$ cat config.mk
export PLATFORM = sky130hd
export DESIGN_NAME = command_packet_deframer_flat
export DESIGN_NICKNAME = d
export VERILOG_FILES = /design/src/design/cpd_pkg.sv /design/src/design/cpd_ifs.sv /design/src/design/command_packet_deframer.sv /design/src/flat_wrapper.sv
export VERILOG_INCLUDE_DIRS = /design/src /design/src/design
export SDC_FILE = /design/constraint.sdc
export NUM_CORES = 1
export LEC_CHECK = 0
export CAP_MARGIN = 20
export CORE_ASPECT_RATIO = 0.7
export CORE_UTILIZATION = 61
export DETAILED_ROUTE_END_ITERATION = 10
export DONT_BUFFER_PORTS = 1
export HOLD_SLACK_MARGIN = 0.15
export PLACE_DENSITY_LB_ADDON = 0.3
export SYNTH_ARGS = -nofsm -noshare
export SYNTH_HDL_FRONTEND = slang
export SYNTH_SLANG_ARGS = --single-unit
$ cat constraint.sdc
create_clock -name clk -period 4.1 [get_ports clk]
set_input_delay 0 -clock clk [delete_from_list [all_inputs] [get_ports clk]]
set_output_delay 0 -clock clk [all_outputs]
set_load 0.1 [all_outputs]
$ cat src/design/command_packet_deframer_assert.svh
// Assertion macros for the deframer top-level design file.
`ifndef COMMAND_PACKET_DEFRAMER_ASSERT_SVH
`define COMMAND_PACKET_DEFRAMER_ASSERT_SVH

// Same-cycle implication, checked at every rising edge outside reset.
`define CPD_ASSERT_IMP(label, ante, cons) \
  label: assert property (@(posedge clk) disable iff (!rst_n) (ante) |-> (cons)) \
    else $error("deframer check failed");

// Next-cycle implication, checked at every rising edge outside reset.
`define CPD_ASSERT_NEXT(label, ante, cons) \
  label: assert property (@(posedge clk) disable iff (!rst_n) (ante) |=> (cons)) \
    else $error("deframer check failed");

`endif

$ cat src/design/cpd_pkg.sv
// Shared constants for the command packet deframer.
package cpd_pkg;

  localparam int BYTE_W       = 8;
  localparam int CMD_W        = 7;
  localparam int HEADER_BYTES = 5;
  localparam int COMMAND_COUNT = 12;
  localparam int MAX_FRAME_BYTES_DEF = 64;
  localparam int CFG_IDX_W    = 2;
  localparam int ACK_IDX_W    = $clog2(HEADER_BYTES);

  localparam logic [CFG_IDX_W-1:0] REG_FIRST_START  = CFG_IDX_W'(0);
  localparam logic [CFG_IDX_W-1:0] REG_SECOND_START = CFG_IDX_W'(1);

  localparam logic [BYTE_W-1:0] FIRST_START_RESET  = 8'h41;
  localparam logic [BYTE_W-1:0] SECOND_START_RESET = 8'h42;

endpackage

$ cat src/design/cpd_ifs.sv
// Valid/ready channel interfaces for the received bytes, acknowledge bytes and configuration.
interface cpd_rx_if;
  import cpd_pkg::*;
  logic              valid;
  logic              ready;
  logic [BYTE_W-1:0] rx_byte;
  modport source (output valid, output rx_byte, input ready);
  modport sink (input valid, input rx_byte, output ready);
endinterface

interface cpd_ack_if;
  import cpd_pkg::*;
  logic              valid;
  logic              ready;
  logic [BYTE_W-1:0] tx_byte;
  logic              last_byte;
  logic [CMD_W-1:0]  command_index;
  logic              command_valid;
  modport source (output valid, output tx_byte, output last_byte, output command_index,
                  output command_valid, input ready);
  modport sink (input valid, input tx_byte, input last_byte, input command_index,
                input command_valid, output ready);
endinterface

interface cpd_cfg_if;
  import cpd_pkg::*;
  logic                 valid;
  logic                 ready;
  logic [CFG_IDX_W-1:0] index;
  logic [BYTE_W-1:0]    data;
  modport source (output valid, output index, output data, input ready);
  modport sink (input valid, input index, input data, output ready);
endinterface

$ cat src/design/command_packet_deframer.sv
// Top level of the command packet deframer: frame hunt, header capture and acknowledge output.
//
// Channel   Direction  Word
// in_ch     sink       rx_byte, one received byte
// out_ch    source     tx_byte, last_byte, command_index, command_valid
// cfg_ch    sink       index, data; writes a start byte register
//
// Each received byte is decoded in the cycle it is accepted, so one byte per cycle is taken while in_ch is ready.
// A completed frame loads the acknowledge register, which sends five words, one per cycle while out_ch is ready.
// While an acknowledge still waits, in_ch stalls only when the next byte could end a frame.
// Reset is synchronous; it restarts the hunt, empties the acknowledge register and reloads the start bytes.
`include "command_packet_deframer_assert.svh"

module command_packet_deframer #(
  parameter int MAX_FRAME_BYTES = cpd_pkg::MAX_FRAME_BYTES_DEF
) (
  input  logic       clk,
  input  logic       rst_n,
  cpd_rx_if.sink     in_ch,
  cpd_ack_if.source  out_ch,
  cpd_cfg_if.sink    cfg_ch
);
  import cpd_pkg::*;

  localparam int CNT_W = $clog2(MAX_FRAME_BYTES + 1);

  localparam logic [CNT_W-1:0] POS_TYPE = CNT_W'(2);
  localparam logic [CNT_W-1:0] POS_SEQ  = CNT_W'(3);
  localparam logic [CNT_W-1:0] POS_LEN  = CNT_W'(4);

  localparam logic [ACK_IDX_W-1:0] ACK_START1 = ACK_IDX_W'(0);
  localparam logic [ACK_IDX_W-1:0] ACK_START2 = ACK_IDX_W'(1);
  localparam logic [ACK_IDX_W-1:0] ACK_TYPE   = ACK_IDX_W'(2);
  localparam logic [ACK_IDX_W-1:0] ACK_SEQ    = ACK_IDX_W'(3);
  localparam logic [ACK_IDX_W-1:0] ACK_LAST   = ACK_IDX_W'(HEADER_BYTES - 1);

  typedef enum logic [3:0] {
    PH_START1 = 4'b0001,
    PH_START2 = 4'b0010,
    PH_HEADER = 4'b0100,
    PH_DATA   = 4'b1000
  } phase_t;

  phase_t             phase_r, phase_nxt;
  logic [CNT_W-1:0]   cnt_r, cnt_nxt, cnt_inc;
  logic [BYTE_W-1:0]  start1_r, start2_r;
  logic [BYTE_W-1:0]  type_r, seq_r, len_r;

  logic                 ack_busy_r, ack_busy_nxt;
  logic [ACK_IDX_W-1:0] ack_idx_r, ack_idx_nxt;
  logic [BYTE_W-1:0]    ack_s1_r, ack_s2_r, ack_type_r, ack_seq_r;

  logic              in_fire, out_fire, ack_free, ack_possible, ack_now;
  logic [BYTE_W-1:0] rx_b;
  logic [CMD_W-1:0]  ack_cmd;

  assign rx_b     = in_ch.rx_byte;
  assign in_fire  = in_ch.valid && in_ch.ready;
  assign out_fire = out_ch.valid && out_ch.ready;
  assign cnt_inc  = cnt_r + 1'b1;

  assign ack_free     = !ack_busy_r || (out_ch.ready && ack_idx_r == ACK_LAST);
  assign ack_possible = (phase_r == PH_HEADER && cnt_r == POS_LEN) || (phase_r == PH_DATA);
  assign in_ch.ready  = ack_free || !ack_possible;

  always_comb begin
    phase_nxt = phase_r;
    cnt_nxt   = cnt_r;
    ack_now   = 1'b0;
    unique case (phase_r)
      PH_START1: begin
        cnt_nxt = '0;
        if (rx_b == start1_r) begin
          phase_nxt = PH_START2;
          cnt_nxt   = CNT_W'(1);
        end
      end
      PH_START2: begin
        if (rx_b == start2_r) begin
          phase_nxt = PH_HEADER;
          cnt_nxt   = POS_TYPE;
        end else begin
          phase_nxt = PH_START1;
        end
      end
      PH_HEADER: begin
        cnt_nxt = cnt_inc;
        if (cnt_r == POS_LEN) begin
          if (rx_b == BYTE_W'(HEADER_BYTES)) begin
            ack_now   = 1'b1;
            phase_nxt = PH_START1;
            cnt_nxt   = '0;
          end else begin
            phase_nxt = PH_DATA;
          end
        end
      end
      PH_DATA: begin
        cnt_nxt = cnt_inc;
        if (BYTE_W'(cnt_inc) == len_r) begin
          ack_now   = 1'b1;
          phase_nxt = PH_START1;
          cnt_nxt   = '0;
        end else if (cnt_inc >= CNT_W'(MAX_FRAME_BYTES)) begin
          phase_nxt = PH_START1;
          cnt_nxt   = '0;
        end
      end
      default: begin
        phase_nxt = PH_START1;
        cnt_nxt   = '0;
      end
    endcase
  end

  always_comb begin
    ack_busy_nxt = ack_busy_r;
    ack_idx_nxt  = ack_idx_r;
    if (in_fire && ack_now) begin
      ack_busy_nxt = 1'b1;
      ack_idx_nxt  = '0;
    end else if (out_fire) begin
      if (ack_idx_r == ACK_LAST) begin
        ack_busy_nxt = 1'b0;
      end else begin
        ack_idx_nxt = ack_idx_r + 1'b1;
      end
    end
  end

  always_ff @(posedge clk) begin
    if (!rst_n) begin
      phase_r    <= PH_START1;
      cnt_r      <= '0;
      start1_r   <= FIRST_START_RESET;
      start2_r   <= SECOND_START_RESET;
      ack_busy_r <= 1'b0;
      ack_idx_r  <= '0;
    end else begin
      if (in_fire) begin
        phase_r <= phase_nxt;
        cnt_r   <= cnt_nxt;
      end
      ack_busy_r <= ack_busy_nxt;
      ack_idx_r  <= ack_idx_nxt;
      if (cfg_ch.valid && cfg_ch.ready) begin
        unique case (cfg_ch.index)
          REG_FIRST_START:  start1_r <= cfg_ch.data;
          REG_SECOND_START: start2_r <= cfg_ch.data;
          default: ;
        endcase
      end
    end
  end

  always_ff @(posedge clk) begin
    if (in_fire && phase_r == PH_HEADER) begin
      if (cnt_r == POS_TYPE) begin
        type_r <= rx_b;
      end
      if (cnt_r == POS_SEQ) begin
        seq_r <= rx_b;
      end
      if (cnt_r == POS_LEN) begin
        len_r <= rx_b;
      end
    end
    if (in_fire && ack_now) begin
      ack_s1_r   <= start1_r;
      ack_s2_r   <= start2_r;
      ack_type_r <= type_r;
      ack_seq_r  <= seq_r;
    end
  end

  assign cfg_ch.ready = 1'b1;

  assign ack_cmd              = ack_type_r[BYTE_W-1:1];
  assign out_ch.valid         = ack_busy_r;
  assign out_ch.last_byte     = (ack_idx_r == ACK_LAST);
  assign out_ch.command_index = (ack_idx_r == ACK_START1) ? ack_cmd : '0;
  assign out_ch.command_valid = (ack_idx_r == ACK_START1) &&
                                (BYTE_W'(ack_cmd) < BYTE_W'(COMMAND_COUNT));

  always_comb begin
    case (ack_idx_r)
      ACK_START1: out_ch.tx_byte = ack_s1_r;
      ACK_START2: out_ch.tx_byte = ack_s2_r;
      ACK_TYPE:   out_ch.tx_byte = ack_type_r | BYTE_W'(1);
      ACK_SEQ:    out_ch.tx_byte = ack_seq_r;
      default:    out_ch.tx_byte = BYTE_W'(HEADER_BYTES);
    endcase
  end

  `CPD_ASSERT_IMP(a_no_ack_overrun, in_fire && !ack_free, !ack_now)
  `CPD_ASSERT_NEXT(a_hunt_after_ack, in_fire && ack_now, phase_r == PH_START1 && cnt_r == '0)
  `CPD_ASSERT_NEXT(a_ack_holds, ack_busy_r && !out_ch.ready, ack_busy_r && $stable(ack_idx_r))
  `CPD_ASSERT_IMP(a_data_count, phase_r == PH_DATA,
    cnt_r >= CNT_W'(HEADER_BYTES) && cnt_r < CNT_W'(MAX_FRAME_BYTES))

endmodule
$ cat src/flat_wrapper.sv
// flat-port wrapper written by rule: the top's interface ports become plain ports
module command_packet_deframer_flat import cpd_pkg::*;
#(
  parameter int MAX_FRAME_BYTES = cpd_pkg::MAX_FRAME_BYTES_DEF
)
  (clk, rst_n, in_ch_valid, in_ch_rx_byte, in_ch_ready, out_ch_valid, out_ch_tx_byte, out_ch_last_byte, out_ch_command_index, out_ch_command_valid, out_ch_ready, cfg_ch_valid, cfg_ch_index, cfg_ch_data, cfg_ch_ready);
  cpd_rx_if in_ch_i ();
  cpd_ack_if out_ch_i ();
  cpd_cfg_if cfg_ch_i ();
  input  logic clk;
  input  logic rst_n;
  input wire logic [$bits(in_ch_i.valid)-1:0] in_ch_valid;
  input wire logic [$bits(in_ch_i.rx_byte)-1:0] in_ch_rx_byte;
  output wire logic [$bits(in_ch_i.ready)-1:0] in_ch_ready;
  output wire logic [$bits(out_ch_i.valid)-1:0] out_ch_valid;
  output wire logic [$bits(out_ch_i.tx_byte)-1:0] out_ch_tx_byte;
  output wire logic [$bits(out_ch_i.last_byte)-1:0] out_ch_last_byte;
  output wire logic [$bits(out_ch_i.command_index)-1:0] out_ch_command_index;
  output wire logic [$bits(out_ch_i.command_valid)-1:0] out_ch_command_valid;
  input wire logic [$bits(out_ch_i.ready)-1:0] out_ch_ready;
  input wire logic [$bits(cfg_ch_i.valid)-1:0] cfg_ch_valid;
  input wire logic [$bits(cfg_ch_i.index)-1:0] cfg_ch_index;
  input wire logic [$bits(cfg_ch_i.data)-1:0] cfg_ch_data;
  output wire logic [$bits(cfg_ch_i.ready)-1:0] cfg_ch_ready;
  assign in_ch_i.valid = in_ch_valid;
  assign in_ch_i.rx_byte = in_ch_rx_byte;
  assign in_ch_ready = in_ch_i.ready;
  assign out_ch_valid = out_ch_i.valid;
  assign out_ch_tx_byte = out_ch_i.tx_byte;
  assign out_ch_last_byte = out_ch_i.last_byte;
  assign out_ch_command_index = out_ch_i.command_index;
  assign out_ch_command_valid = out_ch_i.command_valid;
  assign out_ch_i.ready = out_ch_ready;
  assign cfg_ch_i.valid = cfg_ch_valid;
  assign cfg_ch_i.index = cfg_ch_index;
  assign cfg_ch_i.data = cfg_ch_data;
  assign cfg_ch_ready = cfg_ch_i.ready;
  command_packet_deframer #(.MAX_FRAME_BYTES(MAX_FRAME_BYTES)) u_core (.clk(clk), .rst_n(rst_n), .in_ch(in_ch_i), .out_ch(out_ch_i), .cfg_ch(cfg_ch_i));
endmodule
# Word-level counts from Yosys, hierarchy flattened
# Index checks and enable logic that the tools add are counted.
totals:
  regBits: 87
  elab_cells: 88
  out_inout_bits: 20
  latchBits: 0
  memories: 0
  ramBits: 0
  romBits: 0
classes:
  div_mod_pow: 0
  n_mux: 23
  eq_ne: 20
  n_mul: 0
  n_bitwise: 2
  reduce_logical: 26
  n_lt_le_gt_ge: 2
  add_sub_neg: 2
  shift: 0
op_table:
  columns: ["cell", "n"]
  rows:
  - ["$mux 7", 6]
  - ["$pmux 8 s4", 1]
  - ["$pmux 7 s4", 1]
  - ["$mux 4", 5]
  - ["$eq 8x8->1", 2]
  - ["$pmux 4 s4", 1]
  - ["$reduce_and 2->1", 8]
  - ["$eq 7x2->1 const B", 2]
  - ["$eq 7x8->1", 1]
  - ["$eq 8x3->1 const B", 1]
  - ["$add 7x1->7 const B", 1]
  - ["$eq 7x3->1 const B", 1]
  - ["$ge 7x7->1 const B", 1]
  - ["$logic_and 1x1->1", 7]
  - ["$lt 7x4->1 const B", 1]
  - ["$mux 1", 7]
  - ["$eq 3x2->1 const B", 2]
  - ["$ne 2x1->1 const B", 3]
  - ["$eq 4x1->1 const B", 1]
  - ["$eq 4x2->1 const B", 1]
  - ["$eq 4x3->1 const B", 1]
  - ["$eq 4x4->1 const B", 1]
  - ["$reduce_and 4->1", 1]
  - ["$reduce_bool 2->1", 2]
  - ["13 further kinds", 17]

# Logic depth before layout (Yosys ltp)
# Gate-level depths: netlist (run 1).
logic_depth:
  word_depth: 9
  depth_mapped: 9

# Least setup slack after synthesis (run 1)
# Ideal clock, no wire load.
synth_path:
  path_type: "register to output"
  start: "register u_core.ack_idx_r[0]"
  end: "output port out_ch_command_valid"
  arrival_ns: 3.780
  setup_slack_ns: 0.320
  path_stages_with_launch: 6
  path_cell_list: "dfxtp_1 inv_1 ha_1 nor2b_1 nand2_1 nor4_1"
synth_via:
  elab_chain_len: 2
synth_rtl:
  columns: ["item", "line_no", "text"]
  rows:
  - ["start: declaration", "command_packet_deframer.sv:50", "logic [ACK_IDX_W-1:0] ack_idx_r, ack_idx_nxt;"]
  - ["start signal: assignment", "command_packet_deframer.sv:145", "ack_idx_r <= ack_idx_nxt;"]
  - ["$logic_not 3->1", "command_packet_deframer.sv:182", "assign out_ch.command_valid = (ack_idx_r == ACK_START1) &&"]
  - ["$logic_and 1x1->1", "command_packet_deframer.sv:182", null]
  - ["end: declaration", "flat_wrapper.sv:19", "output wire logic [$bits(out_ch_i.command_valid)-1:0] out_ch_command_valid;"]
# No other way between the ends.

# Worst setup path after layout (run 1)
layout_path:
  start: "register u_core.cnt_r[0]"
  end: "register u_core.ack_type_r[3], enable pin"
layout_via:
  elab_chain_len: 7
  elab_cells_between_ends: 12
layout_rtl:
  columns: ["item", "line_no", "text"]
  rows:
  - ["start: declaration", "command_packet_deframer.sv:45", "logic [CNT_W-1:0] cnt_r, cnt_nxt, cnt_inc;"]
  - ["start signal: assignment", "command_packet_deframer.sv:142", "cnt_r <= cnt_nxt;"]
  - ["parallel branches: the longest is 6 deep, another holds $add 7x1->7", null, null]
  - ["$logic_and 1x1->1 (*)", "command_packet_deframer.sv:168", "if (in_fire && ack_now) begin"]
  - ["end signal: assignment", "command_packet_deframer.sv:171", "ack_type_r <= type_r;"]
  - ["end: declaration", "command_packet_deframer.sv:51", "logic [BYTE_W-1:0] ack_s1_r, ack_s2_r, ack_type_r, ack_seq_r;"]
# Every way passes the cells marked *.
# A chain may end at the register's enable or synchronous reset.

==> flow_summary.json, run 1 <==
{
  "share_of_the_yosys_chip_area_belonging_to_registers_pct": 57.0,
  "layout_common_cells": "54 x sky130_fd_sc_hd__edfxtp_1, 31 x sky130_fd_sc_hd__dfxtp_1, 29 x sky130_fd_sc_hd__nand2_1, 24 x sky130_fd_sc_hd__dlygate4sd3_1, 23 x sky130_fd_sc_hd__nor2_1",
  "timing.critical_path.max_delay_family": "compound AO/OA/AOI/OAI gates",
  "worst_path_buf_inv": 2,
  "clockRootBuffer": "sky130_fd_sc_hd__clkbuf_8",
  "die_area_um2": 6770,
  "number_of_inserted_filler_cells_in_the_final_layout": 434,
  "tritoncts": "yes",
  "mostFrequentLayoutCell": "sky130_fd_sc_hd__edfxtp_1",
  "timing.final.max_slew_violations": 0,
  "maxSlewHeadroom_pct": 34.3,
  "crit_path_cell_trace": "inv_1 > ha_1 > xor2_1 > or4b_1 > a211oi_2 > o2111ai_1 > a211oi_4 > buf_4",
  "fin_crit_sh_pct": 77.8,
  "worst-slew-pin-transition_ps": 972,
  "drt-wirelength-per-cell_um": 20.4,
  "nets": 403,
  "port_buffers": 0,
  "cts-htree-levels": 3,
  "cts.sinks": 85,
  "gp_congestion": 0.917,
  "postRouteWirelength_um": 9280,
  "place.detailed.instances": 415,
  "hold_path_class": "input pin to flip-flop",
  "cts-buffers-inserted": 9,
  "cellLeakagePower_uw": 0.00155,
  "max-cap-violations": 0,
  "number_of_global_route_vias_before_repair": 2750,
  "start_kind": "flip-flop",
  "powerDensity_nw_per_um2": 338,
  "critical_path.slowest_cell": "sky130_fd_sc_hd__or4b_1",
  "worst_clock_skew_ps": 17.6,
  "place_hpwl_um": 6520,
  "boundaryPins": 43,
  "crit_required_ps": 4100,
  "fin_cells": 455,
  "synthArstFlopShare_pct": 0,
  "routed_vias_inst": 6.37,
  "netlist-cell-type-count": 51,
  "fp.dieW_um": 98.0,
  "synth.yosys.warnings": 0,
  "drive_above_1_share_pct": 7.43,
  "dr_total_vias": 2897,
  "finalWorstPathRequiredPeriod_ps": 3190,
  "synth-edff-count": 54,
  "critPathCaptureType": "flip-flop",
  "clkSlewWorstSetupHoldPaths_ps": 80,
  "setup_viol": 0,
  "cts.path.max_buffers": 2,
  "drc_violations_left": 4,
  "floorplan.initialDensity_pct": 63.2,
  "power.ir.vdd_worst_mv": 0.230,
  "outcome": "finished, violations left",
  "gr-usage-all-layers_pct": 29.2,
  "critical_path_type": "flip-flop to flip-flop",
  "grt_setup_unrepaired": "false",
  "postRouteAntennaNets": 0,
  "detailedPlace.worstSlack_ps": 951,
  "synth_cells": 345,
  "clkLatencyLatePin_ps": 360,
  "fmax_mhz": 314,
  "tns_ps": 0,
  "detail_route.first_pass.iterations": 8,
  "cp_data_arrival_time_ps": 3190,
  "area.growth.synth_to_final_pct": 14.3,
  "synth_fp_nets": 376,
  "post-cts-setup-buffer-count": 0,
  "synth.ff_latch_count": 85,
  "grt_first_pass_wirelength_um": 14800,
  "synth_top_flop_cell": "sky130_fd_sc_hd__edfxtp_1",
  "netlist_area_um2": 3930,
  "violations": "design-rule violations",
  "postSynthAreaPerCell_um2": 11.4,
  "antenna_found_initial": 0,
  "fin_ws_ps": 912,
  "post_cts_resized": 0,
  "largest_net_degree_at_the_start_of_global_routing": 35,
  "floorplan.die.height_um": 69.2,
  "critPathMaxFanout": 34,
  "holdBufCountCts": 24,
  "dr.first_iter.drc_count": 369,
  "crit_path_max_incr_delay_ps": 510,
  "site_row_count": 24,
  "hold_fails_final_rpt": 0,
  "antenna_cells": 0,
  "global_route.overflow_total": 0,
  "core_region_area_um2": 6220
}
-- metal layers --
layer | wire length, um | global-route usage [%] | part of all wire [%]
met5 | 0 | 0 | 0
met4 | 85 | 9.60 | 0.92
met3 | 794 | 7.71 | 8.6
met2 | 4130 | 42.4 | 44
met1 | 4270 | 42.7 | 46
-- cell families (layout without fill, tap and decap cells) --
logic type	after synthesis	after routing	synth area share [%]
DFF	85	85	57.0
xor gates and xnor gates	29	29	6.46
buffers and inverters	28	60	2.80
muxes	19	19	4.84
AOI/OAI and AO/OA	56	56	10.2
and+or+nand+nor	119	119	16.1
adders and majority gates	8	8	2.55
other	1	1	0.0954
-- worst min-delay path: cells and delay by family --
family / cells / cell delay [ps]
AND/OR/NAND/NOR: 3 / 310
multiplexers: 1 / 150
-- worst paths after layout --
| path | start | end | slack (ps) | depth (start not counted) |
|---|---|---|---|---|
| min | in_ch_rx_byte[2] | u_core.phase_r[3] | 170 | 4 |
| max reg2reg | u_core.cnt_r[0] | u_core.ack_type_r[3] | 910 | 8 |
| max | u_core.cnt_r[0] | u_core.ack_type_r[3] | 910 | 8 |
| min reg2reg | u_core.seq_r[7] | u_core.ack_seq_r[7] | 420 | 0 |
-- cells in the mapped netlist (2+ instances only) --
master                      instances  area, um2
sky130_fd_sc_hd__a32oi_1            3       26.3
sky130_fd_sc_hd__a211oi_2           2       25.0
sky130_fd_sc_hd__o2111ai_1          2       17.5
sky130_fd_sc_hd__nor4b_1            3       26.3
sky130_fd_sc_hd__o22ai_1            3       18.8
sky130_fd_sc_hd__nand3b_1           2       15.0
sky130_fd_sc_hd__ha_1               8        100
sky130_fd_sc_hd__o21ai_0            8       40.0
sky130_fd_sc_hd__dfxtp_1           31        621
sky130_fd_sc_hd__nand3_1           10       50.1
sky130_fd_sc_hd__nand2b_1           3       18.8
sky130_fd_sc_hd__a21oi_1            9       45.0
sky130_fd_sc_hd__a31oi_1            2       12.5
sky130_fd_sc_hd__nand2_1           29        109
sky130_fd_sc_hd__and2_1            12       75.1
sky130_fd_sc_hd__edfxtp_1          54       1620
sky130_fd_sc_hd__a22oi_1           13       97.6
sky130_fd_sc_hd__or2_2              3       18.8
sky130_fd_sc_hd__o211ai_1           4       30.0
sky130_fd_sc_hd__nor2_1            23       86.3
sky130_fd_sc_hd__inv_1             15       56.3
sky130_fd_sc_hd__nor4_1            11       68.8
sky130_fd_sc_hd__xor2_1            20        175
sky130_fd_sc_hd__nor3_1             4       20.0
sky130_fd_sc_hd__mux2i_1           19        190
sky130_fd_sc_hd__clkbuf_1          10       37.5
sky130_fd_sc_hd__or3_1              2       12.5
sky130_fd_sc_hd__nor2b_1            7       43.8
sky130_fd_sc_hd__nand4_1            3       18.8
sky130_fd_sc_hd__xnor2_1            9       78.8
-- report_power, final --
| part | switching (uW) | internal, uW | leakage [uW] |
|---|---|---|---|
| Sequential | 9.08 | 910 | 0.000738 |
| Clock | 301 | 224 | 0.0000833 |
| Combinational | 41.3 | 35.0 | 0.000732 |
| Total | 351 | 1170 | 0.00155 |
-- cell type report --
| class | instances | area (um2) | share of cell area, % |
|---|---|---|---|
| Clock buffer | 10 | 128 | 2.84 |
| Sequential cell | 85 | 2240 | 49.9 |
| Multi-Input combinational cell | 232 | 1590 | 35.4 |
| Timing Repair Buffer | 29 | 330 | 7.35 |
| Clock inverter | 6 | 46.3 | 1.03 |
| Tap cell | 78 | 97.6 | 2.17 |
| Inverter | 15 | 56.3 | 1.25 |
-- flip-flops by register name, indices dropped and copies added, names as in the netlist --
register	count
u_core.ack_idx_r	3
u_core.ack_s1_r	8
u_core.ack_s2_r	8
u_core.ack_seq_r	8
u_core.ack_type_r	7
u_core.cnt_r	7
u_core.len_r	8
u_core.out_ch.valid	1
u_core.phase_r	4
u_core.seq_r	8
u_core.start1_r	8
u_core.start2_r	8
u_core.type_r	7
-- metrics by stage --
stage	total power, uW	area [um2]	utilization (%)	hold WS (ps)
2_1_floorplan	978	3930	-	98.9
3_3_place_gp	984	4080	65.6	65.6
3_5_place_dp	986	4080	65.6	68.6
4_1_cts	1530	4490	72.3	159
5_1_grt	1570	4490	72.3	187
6_report	1520	4490	72.3	170
Power figures use the tool's default switching activity.
==> run 2: changes to the inputs <==
--- a/config.mk
+++ b/config.mk
@@ -8,7 +8,7 @@
 export LEC_CHECK = 0
 export CAP_MARGIN = 20
 export CORE_ASPECT_RATIO = 0.7
-export CORE_UTILIZATION = 61
+export CORE_UTILIZATION = 57
 export DETAILED_ROUTE_END_ITERATION = 10
 export DONT_BUFFER_PORTS = 1
 export HOLD_SLACK_MARGIN = 0.15
==> constraint.sdc (replaced) <==
create_clock -name clk -period 2.9 [get_ports clk]
set_input_delay 0 -clock clk [delete_from_list [all_inputs] [get_ports clk]]
set_output_delay 0 -clock clk [all_outputs]
set_load 0.1 [all_outputs]
==> run 2 against run 1 <==
Highest routed layer unchanged. Wire length grew 2.6%. Worst setup slack worse by 770 ps. Register-to-register slack worse by 770 ps. The flow now finishes without violations. Die area grew 6.8%. Critical endpoint is now u_core.cnt_r[2]. Final area grew 6.5%. Critical path type unchanged.
==> flow_summary.json, run 2 (synthesis gave the netlist of run 1 again) <==
{
  "crit_required_ps": 3190,
  "power_report.internal_total_uw": 1910,
  "fp.dieW_um": 101,
  "post_cts_resized": 0,
  "cts.sinks": 85,
  "fin_ws_ps": 146,
  "worst-slew-pin-transition_ps": 753,
  "drt-wirelength-per-cell_um": 19.4,
  "site_row_count": 24,
  "clkSlewWorstSetupHoldPaths_ps": 90,
  "drive_above_1_share_pct": 13.5,
  "nets": 425,
  "worst_clock_skew_ps": 9.26,
  "grt_setup_unrepaired": "false",
  "hold_path_class": "input pin to flip-flop",
  "switching_power_uw": 489,
  "setup_viol": 0,
  "critPathCaptureType": "flip-flop",
  "max-cap-violations": 0,
  "postRouteWirelength_um": 9520,
  "dr.first_iter.drc_count": 435,
  "core_region_area_um2": 6430,
  "fmax_mhz": 363,
  "floorplan.initialDensity_pct": 61.2,
  "dr_total_vias": 2988,
  "boundaryPins": 43,
  "proportion_of_power_drawn_by_flip_flops_and_latches_pct": 54.1,
  "cts-buffers-inserted": 9,
  "antenna_found_initial": 0,
  "outcome": "finished clean",
  "routed_vias_inst": 6.10,
  "powerDensity_nw_per_um2": 501,
  "maxSlewHeadroom_pct": 49.6,
  "hold_fails_final_rpt": 0,
  "reg2regPathDepth": 7,
  "finalWorstPathRequiredPeriod_ps": 2750,
  "antenna_cells": 0,
  "number_of_global_route_vias_before_repair": 2868,
  "power.share.clock_pct": 41.1,
  "fin_crit_sh_pct": 95.0,
  "drc_violations_left": 0,
  "gr-usage-all-layers_pct": 28.7,
  "port_buffers": 0,
  "start_kind": "flip-flop",
  "mostFrequentLayoutCell": "sky130_fd_sc_hd__edfxtp_1",
  "largest_net_degree_at_the_start_of_global_routing": 35,
  "postRouteAntennaNets": 0,
  "critical_path_type": "flip-flop to flip-flop",
  "place.detailed.instances": 447,
  "tritoncts": "yes",
  "layout_common_cells": "54 x sky130_fd_sc_hd__edfxtp_1, 29 x sky130_fd_sc_hd__nand2_1, 29 x sky130_fd_sc_hd__dfxtp_1, 27 x sky130_fd_sc_hd__dlygate4sd3_1, 23 x sky130_fd_sc_hd__nor2_1",
  "power.switching_fraction_pct": 20.4,
  "area.growth.synth_to_final_pct": 21.8,
  "cp_data_arrival_time_ps": 3050,
  "timing.final.max_slew_violations": 0,
  "fin_cells": 490,
  "place_hpwl_um": 6360,
  "grt_first_pass_wirelength_um": 15100,
  "clkLatencyLatePin_ps": 360,
  "cellLeakagePower_uw": 0.00170,
  "detail_route.first_pass.iterations": 5,
  "critPathMaxFanout": 8,
  "die_area_um2": 7240,
  "cts.path.max_buffers": 2,
  "cts-htree-levels": 3,
  "holdBufCountCts": 27,
  "post-cts-setup-buffer-count": 0,
  "power.ir.vdd_worst_mv": 0.440,
  "gp_congestion": 1.02,
  "detailedPlace.worstSlack_ps": 288,
  "clockRootBuffer": "sky130_fd_sc_hd__clkbuf_8",
  "floorplan.die.height_um": 71.5,
  "global_route.overflow_total": 0,
  "pwr-share-comb_pct": 4.8,
  "worstHoldPathCells": 6
}
[run 2: cell count changes in the layout (fill, tap and decap cells not counted), moves of 2 or more]
cell                            change
sky130_fd_sc_hd__inv_2              +2
sky130_fd_sc_hd__dlygate4sd3_1      +3
sky130_fd_sc_hd__clkbuf_16          -2
sky130_fd_sc_hd__inv_6              -2
sky130_fd_sc_hd__dfxtp_4            +2
sky130_fd_sc_hd__dfxtp_1            -2
sky130_fd_sc_hd__bufinv_16          +3
sky130_fd_sc_hd__inv_1              -2
sky130_fd_sc_hd__buf_4             +19
[run 2: layer usage]
layer	track usage [%]	vias up	part of all wire (%)
met5	0	-	0
met4	11.3	0	2.9
met3	8.20	33	10
met2	42.3	187	43
met1	40.5	1402	44
li1	-	1366	-
[run 2: metrics by stage]
stage	area, um2	power, uW	hold slack (ps)	utilization, %	setup TNS (ps)
after global routing	4790	2460	298	74.5	0
after CTS	4790	2400	164	74.5	0
after global placement	4280	1390	65.3	66.6	0
after floorplan	3980	1380	98.9	-	-5810
final	4790	2400	212	74.5	0
after detailed placement	4280	1400	68.3	66.6	0
[run 2: area by class of cell]
class	instances	area, um2
inverter	15	56.3
timing repair buffer	51	500
tap	91	114
multi-input combinational	232	1630
sequential	85	2250
clock inverter	6	111
clock buffer	10	128
fill	411	1640
[run 2: power groups by stage]
stage | Combinational, uW | Clock (uW) | Sequential (uW)
6_report | 115 | 987 | 1300
3_5_place_dp | 70.2 | 0 | 1330
2_1_floorplan | 63.9 | 0 | 1320
3_3_place_gp | 67.7 | 0 | 1320
5_1_grt | 124 | 1030 | 1300
4_1_cts | 111 | 992 | 1300
[run 2: path summary, 6_finish.rpt]
path | from | to | slack, ps
worst max-delay path | u_core.cnt_r[0] | u_core.cnt_r[2] | 150
worst min-delay path | in_ch_rx_byte[6] | u_core.phase_r[1] | 210
worst max register to register | u_core.cnt_r[0] | u_core.cnt_r[2] | 150
worst min register to register | u_core.seq_r[1] | u_core.ack_seq_r[1] | 420
[run 2: worst max-delay path, stage by stage (launching register included)]
cell and delay, ps:
sky130_fd_sc_hd__dfxtp_4 400, sky130_fd_sc_hd__ha_1 260, sky130_fd_sc_hd__nand3_1 230, sky130_fd_sc_hd__or3_4 460
sky130_fd_sc_hd__and4b_1 220, sky130_fd_sc_hd__o2111ai_1 600, sky130_fd_sc_hd__nand4_1 290, sky130_fd_sc_hd__o22ai_1 230
==> run 3: changes to the inputs <==
--- a/config.mk
+++ b/config.mk
@@ -6,7 +6,7 @@
 export SDC_FILE = /design/constraint.sdc
 export NUM_CORES = 1
 export LEC_CHECK = 0
-export CAP_MARGIN = 20
+export CAP_MARGIN = 5
 export CORE_ASPECT_RATIO = 0.7
 export CORE_UTILIZATION = 57
 export DETAILED_ROUTE_END_ITERATION = 10
==> constraint.sdc (replaced) <==
create_clock -name clk -period 2.9 [get_ports clk]
set_input_delay 0.29 -clock clk [delete_from_list [all_inputs] [get_ports clk]]
set_output_delay 0.29 -clock clk [all_outputs]
set_load 0.1 [all_outputs]
==> run 3 against run 2 <==
Clock power about the same. Power decreased by 0.56%. Worst setup slack gained 17 ps. Clock skew grew 1.2 ps. Wire length is 0.67% lower. Sequential power barely moved. Via count is 1.1% lower. Non-clock buffer count down 8. Sequential share of layout area rose by 0.80 points. Critical path depth stayed put. Cell count is 1.6% lower. Die area stayed put.
==> flow_summary.json, run 3 (synthesis gave the netlist of run 1 again) <==
{
  "outcome": "finished clean",
  "drive_above_1_share_pct": 13.8,
  "nets": 417,
  "max-cap-violations": 0,
  "crit_path_max_incr_delay_ps": 590,
  "setup_viol": 0,
  "post_cts_resized": 0,
  "postRouteAntennaNets": 0,
  "timing.final.max_slew_violations": 0,
  "grt_setup_unrepaired": "false",
  "postRouteWirelength_um": 9460,
  "mostFrequentLayoutCell": "sky130_fd_sc_hd__edfxtp_1",
  "gp_congestion": 1.02,
  "maxSlewHeadroom_pct": 52.0,
  "final_core_util_pct": 73.2,
  "powerDensity_nw_per_um2": 507,
  "die_area_um2": 7240,
  "hold_path_class": "input pin to flip-flop",
  "cts.path.max_buffers": 2,
  "cp_data_arrival_time_ps": 3030,
  "antenna_found_initial": 0,
  "drt-wirelength-per-cell_um": 19.6,
  "floorplan.initialDensity_pct": 61.2,
  "gr-usage-all-layers_pct": 28.4,
  "clkSlewWorstSetupHoldPaths_ps": 90,
  "worst-slew-pin-transition_ps": 720,
  "grt_first_pass_wirelength_um": 14800,
  "port_buffers": 0,
  "place_hpwl_um": 6360,
  "worst_clock_skew_ps": 10.5,
  "cts-htree-levels": 3,
  "critPathCaptureType": "flip-flop",
  "cellLeakagePower_uw": 0.00166,
  "clockRootBuffer": "sky130_fd_sc_hd__clkbuf_8",
  "critPathMaxFanout": 8,
  "crit_path_cell_trace": "ha_1 > nand3_1 > or3_4 > and4b_1 > o2111ai_1 > nand4_1 > o22ai_1",
  "power.ir.vdd_worst_mv": 0.449,
  "largest_net_degree_at_the_start_of_global_routing": 35,
  "timing.critical_path.max_delay_family": "simple AND/OR/NAND/NOR gates",
  "post-cts-setup-buffer-count": 0,
  "site_row_count": 24,
  "dr_total_vias": 2954,
  "fin_crit_sh_pct": 94.4,
  "fmax_mhz": 365,
  "floorplan.die.height_um": 71.5,
  "core_region_area_um2": 6430,
  "cts.sinks": 85,
  "global_route.overflow_total": 0,
  "drc_violations_left": 0,
  "routed_vias_inst": 6.13,
  "worst_path_buf_inv": 0,
  "finalWorstPathRequiredPeriod_ps": 2740,
  "critical_path.slowest_cell": "sky130_fd_sc_hd__o2111ai_1",
  "detail_route.first_pass.iterations": 5,
  "fp.dieW_um": 101,
  "layout_common_cells": "54 x sky130_fd_sc_hd__edfxtp_1, 29 x sky130_fd_sc_hd__nand2_1, 29 x sky130_fd_sc_hd__dfxtp_1, 23 x sky130_fd_sc_hd__nor2_1, 21 x sky130_fd_sc_hd__buf_4",
  "final.hold.worst_slack_ps": 189,
  "boundaryPins": 43,
  "antenna_cells": 0,
  "dr.first_iter.drc_count": 424,
  "hold_fails_final_rpt": 0,
  "crit_required_ps": 3190,
  "number_of_global_route_vias_before_repair": 2797,
  "clkLatencyLatePin_ps": 360,
  "tritoncts": "yes",
  "area.growth.synth_to_final_pct": 19.7,
  "cts-buffers-inserted": 9,
  "start_kind": "flip-flop",
  "critical_path_type": "flip-flop to flip-flop"
}
run 3: final cells by class:
cell class	count	area (um2)
Tap cell	91	114
Inverter	15	56.3
Clock buffer	10	128
Multi-Input combinational cell	232	1630
Sequential cell	85	2250
Timing Repair Buffer	43	420
Fill cell	423	1720
Clock inverter	6	111
run 3: what timing repair did:
item	CTS	global route
setup endpoints to repair	0	0
hold endpoints to repair	48	1
hold buffers	18	1
run 3: final timing paths:
path	startpoint	endpoint	slack (ps)	cells after the start
worst max-delay path	u_core.cnt_r[0]	u_core.cnt_r[2]	160	7
worst min-delay path	rst_n	u_core.cnt_r[4]	190	2
worst max register to register	u_core.cnt_r[0]	u_core.cnt_r[2]	160	7
worst min register to register	u_core.seq_r[1]	u_core.ack_seq_r[1]	410	0
run 3: power by group:
part / internal, uW / switching (uW)
logic: 47.9 / 56.3
registers: 1290 / 12.5
clock network: 572 / 412
total: 1910 / 481
run 3: layer usage:
layer | share of wire [%] | global-route usage (%) | wire (um) | vias to the layer above
met1 | 43 | 39.8 | 4060 | 1401
met5 | 0 | 0 | 0 | -
li1 | - | - | - | 1349
met3 | 10 | 7.61 | 982 | 19
met2 | 45 | 42.7 | 4230 | 185
met4 | 2.0 | 10.3 | 187 | 0
run 3: stage by stage:
step	std cells	setup slack (ps)	area (um2)	setup TNS, ps	total power (uW)
after global routing	482	33.2	4710	0	2450
after global placement	447	394	4280	0	1390
after detailed placement	447	288	4280	0	1400
final	482	163	4710	0	2390
after floorplan	345	-184	3980	-5810	1380
after CTS	481	253	4700	0	2390
